==> config.mk <==
export PLATFORM = sky130hd
export DESIGN_NAME = windowed_near_duplicate_detector_core
export DESIGN_NICKNAME = d
export VERILOG_FILES = /design/src/wndd_pkg.sv /design/src/wndd_ctrl.sv /design/src/wndd_datapath.sv /design/src/windowed_near_duplicate_detector_core.sv
export VERILOG_INCLUDE_DIRS = /design/src /design/src/src
export SDC_FILE = /design/constraint.sdc
export NUM_CORES = 2
export LEC_CHECK = 0
export BUFFER_PORTS_ARGS = -buffer_cell sky130_fd_sc_hd__buf_2
export CELL_PAD_IN_SITES_DETAIL_PLACEMENT = 2
export CELL_PAD_IN_SITES_GLOBAL_PLACEMENT = 2
export CORE_ASPECT_RATIO = 1.4
export CORE_MARGIN = 2
export CORE_UTILIZATION = 37
export DETAILED_ROUTE_END_ITERATION = 16
export PLACE_DENSITY = 0.8
export SLEW_MARGIN = 20
export SYNTH_ARGS = -nofsm -noshare
export SYNTH_HDL_FRONTEND = slang
export SYNTH_SLANG_ARGS = --single-unit
==> constraint.sdc <==
create_clock -name clk_i -period 10.7 [get_ports clk_i]
set_input_delay 1.605 -clock clk_i [delete_from_list [all_inputs] [get_ports clk_i]]
set_output_delay 1.605 -clock clk_i [all_outputs]
set_load 0.02 [all_outputs]
==> src/windowed_near_duplicate_detector_core_assert.svh <==
// ---------------------------------------------------------------------------
// assertion macros for the near-duplicate detector core
// ---------------------------------------------------------------------------
`ifndef WINDOWED_NEAR_DUPLICATE_DETECTOR_CORE_ASSERT_SVH
`define WINDOWED_NEAR_DUPLICATE_DETECTOR_CORE_ASSERT_SVH

// same-cycle implication, checked out of reset
`define WNDD_ASSERT_NOW(label, ante, cons, msg) \
  label: assert property (@(posedge clk_i) disable iff (!rst_ni) (ante) |-> (cons)) \
    else $error(msg);

// next-cycle implication, checked out of reset
`define WNDD_ASSERT_NEXT(label, ante, cons, msg) \
  label: assert property (@(posedge clk_i) disable iff (!rst_ni) (ante) |=> (cons)) \
    else $error(msg);

`endif

==> src/wndd_pkg.sv <==
// ---------------------------------------------------------------------------
// wndd_pkg
// shared constants and types of the near-duplicate detector
// ---------------------------------------------------------------------------
package wndd_pkg;

  localparam int WINDOW_MAX = 16;
  localparam int WIN_IDX_W  = (WINDOW_MAX > 1) ? $clog2(WINDOW_MAX) : 1;

  localparam int SAMPLE_W   = 32;
  localparam int DIFF_W     = SAMPLE_W + 1;
  localparam int WLEN_W     = 5;
  localparam int TOL_W      = 31;
  localparam int CFG_IDX_W  = 1;
  localparam int CFG_DATA_W = 32;

  // register indexes of the configuration port
  localparam logic [CFG_IDX_W-1:0] REG_WINDOW_LEN = 1'b0;
  localparam logic [CFG_IDX_W-1:0] REG_TOLERANCE  = 1'b1;

  localparam logic [WLEN_W-1:0] WINDOW_LEN_RESET = 5'd16;
  localparam logic [TOL_W-1:0]  TOLERANCE_RESET  = '0;

  // commands from the controller to the datapath
  typedef struct packed {
    logic capture;  // latch the incoming word
    logic commit;   // compare, shift window and load result
  } ctrl_cmd_t;

endpackage

==> src/wndd_ctrl.sv <==
// ---------------------------------------------------------------------------
// wndd_ctrl
// two-state sequencer and output valid for the detector
// ---------------------------------------------------------------------------
module wndd_ctrl (
  input  logic               clk_i,
  input  logic               rst_ni,
  input  logic               in_valid_i,
  output logic               in_stall_o,
  output logic               out_valid_o,
  input  logic               out_stall_i,
  output wndd_pkg::ctrl_cmd_t cmd_o
);

  localparam logic ST_IDLE = 1'b0;
  localparam logic ST_BUSY = 1'b1;

  logic state_q, state_d;
  logic out_valid_q, out_valid_d;
  logic out_free;

  // result slot free when empty or being taken this cycle
  assign out_free = !out_valid_q || !out_stall_i;

  always_comb begin
    state_d       = state_q;
    cmd_o.capture = 1'b0;
    cmd_o.commit  = 1'b0;
    unique case (state_q)
      ST_IDLE: begin
        if (in_valid_i) begin
          cmd_o.capture = 1'b1;
          state_d       = ST_BUSY;
        end
      end
      ST_BUSY: begin
        if (out_free) begin
          cmd_o.commit = 1'b1;
          state_d      = ST_IDLE;
        end
      end
      default: state_d = ST_IDLE;
    endcase
  end

  always_comb begin
    out_valid_d = out_valid_q && out_stall_i;
    if (cmd_o.commit) begin
      out_valid_d = 1'b1;
    end
  end

  always_ff @(posedge clk_i or negedge rst_ni) begin
    if (!rst_ni) begin
      state_q     <= ST_IDLE;
      out_valid_q <= 1'b0;
    end else begin
      state_q     <= state_d;
      out_valid_q <= out_valid_d;
    end
  end

  assign in_stall_o  = (state_q == ST_BUSY);
  assign out_valid_o = out_valid_q;

endmodule

==> src/wndd_datapath.sv <==
// ---------------------------------------------------------------------------
// wndd_datapath
// window shift chain, parallel tolerance compare, config and result registers
// ---------------------------------------------------------------------------
module wndd_datapath (
  input  logic                                 clk_i,
  input  logic                                 rst_ni,
  input  wndd_pkg::ctrl_cmd_t                  cmd_i,
  input  logic signed [wndd_pkg::SAMPLE_W-1:0] sample_i,
  input  logic                                 list_start_i,
  input  logic                                 cfg_we_i,
  input  logic [wndd_pkg::CFG_IDX_W-1:0]       cfg_index_i,
  input  logic [wndd_pkg::CFG_DATA_W-1:0]      cfg_data_i,
  output logic                                 near_hit_o,
  output logic                                 hit_so_far_o
);

  localparam int DIFF_W = wndd_pkg::DIFF_W;

  logic [wndd_pkg::WLEN_W-1:0] win_len_q;
  logic [wndd_pkg::TOL_W-1:0]  tol_q;

  logic signed [wndd_pkg::SAMPLE_W-1:0] smp_q;
  logic                                 start_q;

  logic signed [wndd_pkg::SAMPLE_W-1:0] win_q [wndd_pkg::WINDOW_MAX];
  logic [wndd_pkg::WINDOW_MAX-1:0]      win_vld_q, win_vld_d;
  logic                                 hit_flag_q, hit_flag_d;
  logic                                 near_hit_q, hit_so_far_q;

  logic [wndd_pkg::WINDOW_MAX-1:0]    lane_hit;
  logic signed [wndd_pkg::DIFF_W-1:0] diff  [wndd_pkg::WINDOW_MAX];
  logic [wndd_pkg::DIFF_W-1:0]        mag   [wndd_pkg::WINDOW_MAX];
  logic                               hit;

  // config registers
  always_ff @(posedge clk_i or negedge rst_ni) begin
    if (!rst_ni) begin
      win_len_q <= wndd_pkg::WINDOW_LEN_RESET;
      tol_q     <= wndd_pkg::TOLERANCE_RESET;
    end else if (cfg_we_i) begin
      unique case (cfg_index_i)
        wndd_pkg::REG_WINDOW_LEN: win_len_q <= cfg_data_i[wndd_pkg::WLEN_W-1:0];
        wndd_pkg::REG_TOLERANCE:  tol_q     <= cfg_data_i[wndd_pkg::TOL_W-1:0];
        default: ;
      endcase
    end
  end

  // input word register
  always_ff @(posedge clk_i) begin
    if (cmd_i.capture) begin
      smp_q   <= sample_i;
      start_q <= list_start_i;
    end
  end

  // one lane per window entry: exact 33-bit difference, magnitude, compare
  always_comb begin
    for (int i = 0; i < wndd_pkg::WINDOW_MAX; i++) begin
      diff[i]     = DIFF_W'(win_q[i]) - DIFF_W'(smp_q);
      mag[i]      = diff[i][wndd_pkg::DIFF_W-1] ? DIFF_W'(-diff[i]) : DIFF_W'(diff[i]);
      lane_hit[i] = win_vld_q[i] && !start_q && (i < int'(win_len_q))
                    && (mag[i] <= {2'b00, tol_q});
    end
    hit = |lane_hit;
  end

  always_comb begin
    win_vld_d = start_q ? '0 : win_vld_q;
    win_vld_d = {win_vld_d[wndd_pkg::WINDOW_MAX-2:0], 1'b1};
    hit_flag_d = (hit_flag_q && !start_q) || hit;
  end

  always_ff @(posedge clk_i or negedge rst_ni) begin
    if (!rst_ni) begin
      win_vld_q  <= '0;
      hit_flag_q <= 1'b0;
    end else if (cmd_i.commit) begin
      win_vld_q  <= win_vld_d;
      hit_flag_q <= hit_flag_d;
    end
  end

  // window values and result payload, no reset needed
  always_ff @(posedge clk_i) begin
    if (cmd_i.commit) begin
      win_q[0] <= smp_q;
      for (int i = 1; i < wndd_pkg::WINDOW_MAX; i++) begin
        win_q[i] <= win_q[i-1];
      end
      near_hit_q   <= hit;
      hit_so_far_q <= hit_flag_d;
    end
  end

  assign near_hit_o   = near_hit_q;
  assign hit_so_far_o = hit_so_far_q;

endmodule

==> src/windowed_near_duplicate_detector_core.sv <==
// ---------------------------------------------------------------------------
// windowed_near_duplicate_detector_core
// flags words lying within a tolerance of any of the last window_len words
// ---------------------------------------------------------------------------
// input channel: sample_i / list_start_i, taken when in_valid_i is high and
//   in_stall_o is low; list_start_i clears the window and the sticky flag
// output channel: near_hit_o / hit_so_far_o, one result word per input word,
//   taken when out_valid_o is high and out_stall_i is low
// config channel: cfg_index_i selects window_len (0) or tolerance (1),
//   written when cfg_valid_i and cfg_ready_o are high; cfg_ready_o is always
//   high, and writes are meant to land only while the block is idle
// sequence: an accepted word is registered, compared while the controller is
//   busy, and its result is loaded into the result register on commit
// pacing: the capture/compare sequence of the controller takes no new word
//   until the last is committed; all window entries are compared in parallel
// stall: the result register holds while out_stall_i is high; a new word may
//   still be captured, then the compare waits until the result slot frees
// reset: window empty, sticky flag clear, window_len 16, tolerance 0
// ---------------------------------------------------------------------------
`include "windowed_near_duplicate_detector_core_assert.svh"

module windowed_near_duplicate_detector_core (
  input  logic                                 clk_i,
  input  logic                                 rst_ni,
  // input word
  input  logic                                 in_valid_i,
  output logic                                 in_stall_o,
  input  logic signed [wndd_pkg::SAMPLE_W-1:0] sample_i,
  input  logic                                 list_start_i,
  // result word
  output logic                                 out_valid_o,
  input  logic                                 out_stall_i,
  output logic                                 near_hit_o,
  output logic                                 hit_so_far_o,
  // config writes
  input  logic                                 cfg_valid_i,
  output logic                                 cfg_ready_o,
  input  logic [wndd_pkg::CFG_IDX_W-1:0]       cfg_index_i,
  input  logic [wndd_pkg::CFG_DATA_W-1:0]      cfg_data_i
);

  wndd_pkg::ctrl_cmd_t cmd;
  logic                cfg_we;

  // config registers never back-pressure
  assign cfg_ready_o = 1'b1;
  assign cfg_we      = cfg_valid_i && cfg_ready_o;

  // sequencer: idle -> busy on capture, busy -> idle on commit
  wndd_ctrl u_ctrl (
    .clk_i       (clk_i),
    .rst_ni      (rst_ni),
    .in_valid_i  (in_valid_i),
    .in_stall_o  (in_stall_o),
    .out_valid_o (out_valid_o),
    .out_stall_i (out_stall_i),
    .cmd_o       (cmd)
  );

  // window chain, compare lanes and result payload
  wndd_datapath u_datapath (
    .clk_i        (clk_i),
    .rst_ni       (rst_ni),
    .cmd_i        (cmd),
    .sample_i     (sample_i),
    .list_start_i (list_start_i),
    .cfg_we_i     (cfg_we),
    .cfg_index_i  (cfg_index_i),
    .cfg_data_i   (cfg_data_i),
    .near_hit_o   (near_hit_o),
    .hit_so_far_o (hit_so_far_o)
  );

  // an accepted word always occupies the compare cycle
  `WNDD_ASSERT_NEXT(a_accept_busy, in_valid_i && !in_stall_o, in_stall_o, "no busy cycle after accept")
  // a fresh result only follows a compare cycle
  `WNDD_ASSERT_NOW(a_result_after_busy, $rose(out_valid_o), $past(in_stall_o), "result without compare")
  // a near hit always sets the sticky flag
  `WNDD_ASSERT_NOW(a_hit_sticky, out_valid_o && near_hit_o, hit_so_far_o, "near hit without sticky flag")

endmodule
; After elaboration in Yosys (flattened, before gate mapping)
; Memory sizes are Yosys's and may differ from the RTL's.
; Index checks and enable logic that the tools add are counted.
[op_classes]
addsub = 32
order_cmp = 32
muxes = 26
n_bitwise = 2
reduce_logical = 58
[ops]
columns = op, n
row1 = 33-bit by 31-bit <= comparator with 1-bit output, 16
row2 = 33-bit 2-to-1 mux, 16
row3 = 33-bit negator, 16
row4 = 32-bit by 32-bit subtractor with 33-bit output, 16
row5 = 1-bit logical AND, 50
row6 = 4-bit by 5-bit < comparator with 1-bit output (first input constant), 8
row7 = 3-bit by 5-bit < comparator with 1-bit output (first input constant), 4
row8 = 16-bit OR reduction, 1
row9 = 15-bit 2-to-1 mux, 1
row10 = 1-bit by 5-bit < comparator with 1-bit output (first input constant), 2
row11 = 2-bit by 5-bit < comparator with 1-bit output (first input constant), 2
row12 = 1-bit 2-to-1 mux, 8
row13 = 2-bit AND reduction, 2
row14 = 1-bit zero test, 3
row15 = 1-bit logical OR, 2
row16 = 1-bit NOT, 2
row17 = 1-bit one-hot mux with 2 select lines, 1
[word_totals]
register_bits = 90
ramBits = 512
output_inout_bits = 5
elab_cells = 161
n_memories = 1
[mem_list]
columns = name, words, width, read_ports, rd_ports_with_merged_regs, wr, line_no
row1 = u_datapath.win_q, 16, 32, 16, 0, 16, wndd_datapath.sv:26  ; logic signed [wndd_pkg::SAMPLE_W-1:0] win_q [wndd_pkg::WINDOW_MAX];

; Logic depth before layout (Yosys ltp)
; An unclocked memory read counts as a cell.
[logic_depth]
depth_word = 8
depth_mapped = 31
ltp_nobuf = 31

; Hierarchy
; A second synthesis with hierarchy kept.
[hier_totals]
cells_unflattened = 8671
area_unflattened_um2 = 73255.3
[by_module_without_submodules]
columns = module, instances, cells_per_inst, area_each_um2
row1 = wndd_datapath, 1, 8663, 73160.2
row2 = wndd_ctrl, 1, 6, 83.8
row3 = windowed_near_duplicate_detector_core, 1, 2, 11.3

; Least setup slack after synthesis
; No wires, ideal clock.
[synth_path]
kind = input port to flip-flop
from = input port out_stall_i
to = register u_datapath.hit_so_far_q (netlist: u_datapath.hit_so_far_o) (enable)
setup_time_ns = 0.858
arrival_time_ns = 11.671
required_ns = 9.842
path_slack_ns = -1.829
cell_stages = 3
cell_sequence = nand2_1 > nand2_1 > inv_1
[synth_lines]
columns = element, line_no
row1 = from (decl), windowed_near_duplicate_detector_core.sv:32  ; input logic out_stall_i,
row2 = to (signal assigned), wndd_datapath.sv:93  ; hit_so_far_q <= hit_flag_d;
row3 = to (decl), wndd_datapath.sv:29  ; logic near_hit_q, hit_so_far_q;

; Worst setup path after layout
[layout_path]
from = register u_datapath.smp_q[9] in the netlist's numbering
to = register u_datapath.hit_so_far_q (netlist: u_datapath.hit_so_far_o) (data pin)
[layout_via]
elab_chain_len = 7
elab_cells_between_ends = 82
cone_classes = 32 x add/sub / 16 x order compare / 16 x mux / 18 x reduce/logical
[layout_rtl]
columns = element, line_no
row1 = from (decl), wndd_datapath.sv:23  ; logic signed [wndd_pkg::SAMPLE_W-1:0] smp_q;
row2 = from (signal assigned), wndd_datapath.sv:53  ; smp_q <= sample_i;
row3 = 32-bit by 32-bit subtractor with 33-bit output, wndd_datapath.sv:61  ; diff[i] = DIFF_W'(win_q[i]) - DIFF_W'(smp_q);
row4 = 33-bit negator, wndd_datapath.sv:62  ; mag[i] = diff[i][wndd_pkg::DIFF_W-1] ? DIFF_W'(-diff[i]) : DIFF_W'(diff[i]);
row5 = 33-bit 2-to-1 mux, wndd_datapath.sv:62
row6 = 33-bit by 31-bit <= comparator with 1-bit output, wndd_datapath.sv:64  ; && (mag[i] <= {2'b00, tol_q});
row7 = 1-bit logical AND, wndd_datapath.sv:64
row8 = 16-bit OR reduction (*), wndd_datapath.sv:66  ; hit = |lane_hit;
row9 = net u_datapath.hit, wndd_datapath.sv:34  ; logic hit;
row10 = 1-bit logical OR (*), wndd_datapath.sv:72  ; hit_flag_d = (hit_flag_q && !start_q) || hit;
row11 = net u_datapath.hit_flag_d, wndd_datapath.sv:28  ; logic hit_flag_q, hit_flag_d;
; Mark *: on every way through the listed nets, which the timed path passes. The rest lies on a longest branch.
; A chain may end at the register's enable or synchronous reset.

==> results_dict.tcl <==
set metrics [dict create \
    numCtsBuffers 75 \
    post-place-ws_ps 1250 \
    viasPerCell 6.52 \
    finalHoldViolCount 0 \
    synth_top_area_share_pct 22.4 \
    cts-resized-gates 0 \
    fin_tns_setup_ps 0 \
    setup_viol 0 \
    cts.sinks 602 \
    synth_cells 8702 \
    fin_crit_sh_pct 91.3 \
    synth_xor_xnor_area_share_pct 9.38 \
    htreeDepth 3 \
    cp.required_ps 11180 \
    grt_pass1_wl_mm 546 \
    yosys.area_share.adder_pct 17.9 \
    grt_max_degree 183 \
    initial_core_util_pct 37.2 \
    dieArea_um2 202000 \
    path_clk_slew_ps 60 \
    synth-simple-area-share_pct 20.0 \
    grt_usage_pct 36.5 \
    drive_above_1_share_pct 6.58 \
    totalWireLength_mm 380 \
    yosysSeqAreaShare_pct 24.3 \
    post_cts.repair.setup_buffers 0 \
    synth-edff-count 547 \
    critPathSlowestCell "nor4_1" \
    crit_top_cell "buf_4" \
    async_flop_share_pct 9.14 \
    arrival_ps 10250 \
    ant_nets 0 \
    hp-class "flip-flop to flip-flop" \
    slew_headroom_pct 16.0 \
    rsz0062_at_grt "false" \
    fmax_mhz 102 \
    worstSetupStartpointType "flip-flop" \
    synth_top_family_by_area "compound AO/OA/AOI/OAI gates" \
    yosys-top-cells-area "edfxtp_1 22%, ha_1 17%, xnor2_1 5.8%" \
    cts_tree "yes" \
    clock_latency_ps 720 \
    setup_slack_ps 927 \
    cts_max_path_buffers 3 \
    syn_nets 9813 \
    core_um2 197000 \
    crit_fanout 6 \
    status "completed" \
    grt_pass1_vias 80500 \
    synth_warnings 0 \
    syn_avg_cell_area_um2 8.43 \
    hold_ws_ps 428 \
    num_vias 74600 \
    ys.flop_type "edfxtp_1" \
    drv_slew 0 \
    synth_top_area_cell "edfxtp_1" \
    ys_ff_latch 602 \
    cp_slowest_stage_delay_ps 650 \
    die_h_um 531 \
    netlist_area_um2 73400 \
    synth_compound_area_share_pct 24.6 \
    drt-wirelength-per-cell_um 33.2 \
    syn_to_final_growth_pct 8.87 \
    die_w_um 380 \
    clockRootBuffer "clkbuf_16" \
    cts_hold_buf 0 \
    pin_count 76 \
    min_period_ps 9770 \
    overflow 0 \
    tightest_slew_ps 1260 \
    end_kind "flip-flop" \
    dr.first_iter.drc_count 4795 \
    row_count 193 \
    fill_cells 22300 \
    skew_ps 46.6 \
    gp_congestion 0.997 \
    drt-pass1-iter-count 5 \
    place_hpwl_mm 305 \
    portBuffers 73 \
    fin_nets 9857 \
    antenna_found_initial 38 \
    worstSetupPathType "flip-flop to flip-flop" \
    drt_drc_violations_left 0 \
    drv_cap 0 \
    synth_cell_types 106 \
    muxShareOfSynthArea_pct 1.22 \
]
==> logic make-up after synthesis <==
group,after synthesis
other,1
muxes,84
buffers and inverters,497
and+or+nand+nor,2900
DFF,602
xor gates and xnor gates,786
AOI/OAI and AO/OA,2792
adders and majority gates,1040
==> metal layers <==
layer,part of all wire (%),global-route usage (%),up-vias,wire [um]
met5,0.0079,0,-,30
met4,12,37.7,6,45900
met3,4.8,4.65,1075,18300
met2,47,61.9,2235,178000
met1,36,38.3,38000,138000
li1,-,-,33300,-
==> flip-flops by register name, summed over array words and instances, names as in the netlist <==
register                 flops
u_ctrl.in_stall_o            1
u_datapath.hit_flag_q        1
u_datapath.start_q           1
u_datapath.tol_q            31
u_datapath.win_len_q         5
u_ctrl.out_valid_o           1
u_datapath.hit_so_far_o      1
u_datapath.win_vld_q        16
u_datapath.near_hit_o        1
u_datapath.win_q           512
u_datapath.smp_q            32
==> cells in the mapped netlist (all sizes together) (114+ instances only) <==
library cell  instances
o21a                116
xor2                304
clkbuf              253
a21oi               806
ha                 1024
nand3               193
edfxtp              547
inv                 228
a211oi              122
xnor2               482
o21ai               599
or3                 114
nor2                623
nand2               764
nand4               226
a21o                289
nor3                218
==> stage by stage <==
| stage | instances | utilization (%) | instance area [um2] |
|---|---|---|---|
| detailed placement | 11300 | 39.2 | 77400 |
| global route | 11400 | 40.5 | 79900 |
| finish | 11400 | 40.5 | 79900 |
| global placement | 11300 | 39.2 | 77400 |
| CTS | 11400 | 40.5 | 79800 |
| floorplan | 8702 | - | 73400 |
==> placed cells by master (no fill, tap or decap), drive strengths merged, types with 31 or more instances in the layout <==
master and count:
nand2 764, edfxtp 547, mux2i 39, a21boi 33
nor3b 31, a21oi 806, o211ai 103, nor2 623
and3 85, nand4 226, nand3 193, o21a 116
nor4 91, dfrtp 54, o2111ai 40, o211a 31
a31oi 105, mux2 45, and2 103, o21ai 599
o31ai 87, a21o 289, and4 48, a211oi 122
xor2 304, or4 43, clkbuf 92, o21bai 61
or2 60, xnor2 482, nor2b 112, ha 1024
buf 236, or3 114, nand2b 80, a2111oi 43
a211o 42, nor3 218, inv 231
==> path summary, 6_finish.rpt <==
path / depth (start not counted) / to / from / slack, ps
max: 33 / u_datapath.hit_so_far_o / u_datapath.smp_q[9] / 930
min: 0 / u_datapath.win_q[1][142] / u_datapath.win_q[1][110] / 430
max reg2reg: 33 / u_datapath.hit_so_far_o / u_datapath.smp_q[9] / 930
min reg2reg: 0 / u_datapath.win_q[1][142] / u_datapath.win_q[1][110] / 430
max in group asynchronous: 1 / u_datapath.tol_q[0] / rst_ni / 8970
min in group asynchronous: 1 / u_datapath.tol_q[17] / rst_ni / 970
==> area by class of cell <==
| type | instances | area, um2 | area share, % |
|---|---|---|---|
| flip-flops and latches | 602 | 17800 | 22.3 |
| inverters | 228 | 860 | 1.08 |
| diodes | 14 | 35.0 | 0.0439 |
| repair buffers | 236 | 1630 | 2.04 |
| multi-input cells | 7603 | 53800 | 67.3 |
| well taps | 2632 | 3290 | 4.12 |
| clock buffers | 92 | 2060 | 2.57 |
| clock inverters | 40 | 438 | 0.548 |
==> critical path, delay by kind of cell (launching register included) <==
kind / cells / cell delay, ps
AND/OR/NAND/NOR: 16 / 4590
adder cells (fa/ha/maj): 2 / 640
buffers and inverters: 6 / 1630
XOR/XNOR: 2 / 360
flip-flops: 1 / 420
AO/OA/AOI/OAI: 7 / 1840
Power is not shown: default switching activity piles up to over one toggle a cycle in this logic, so the estimate is an artifact.
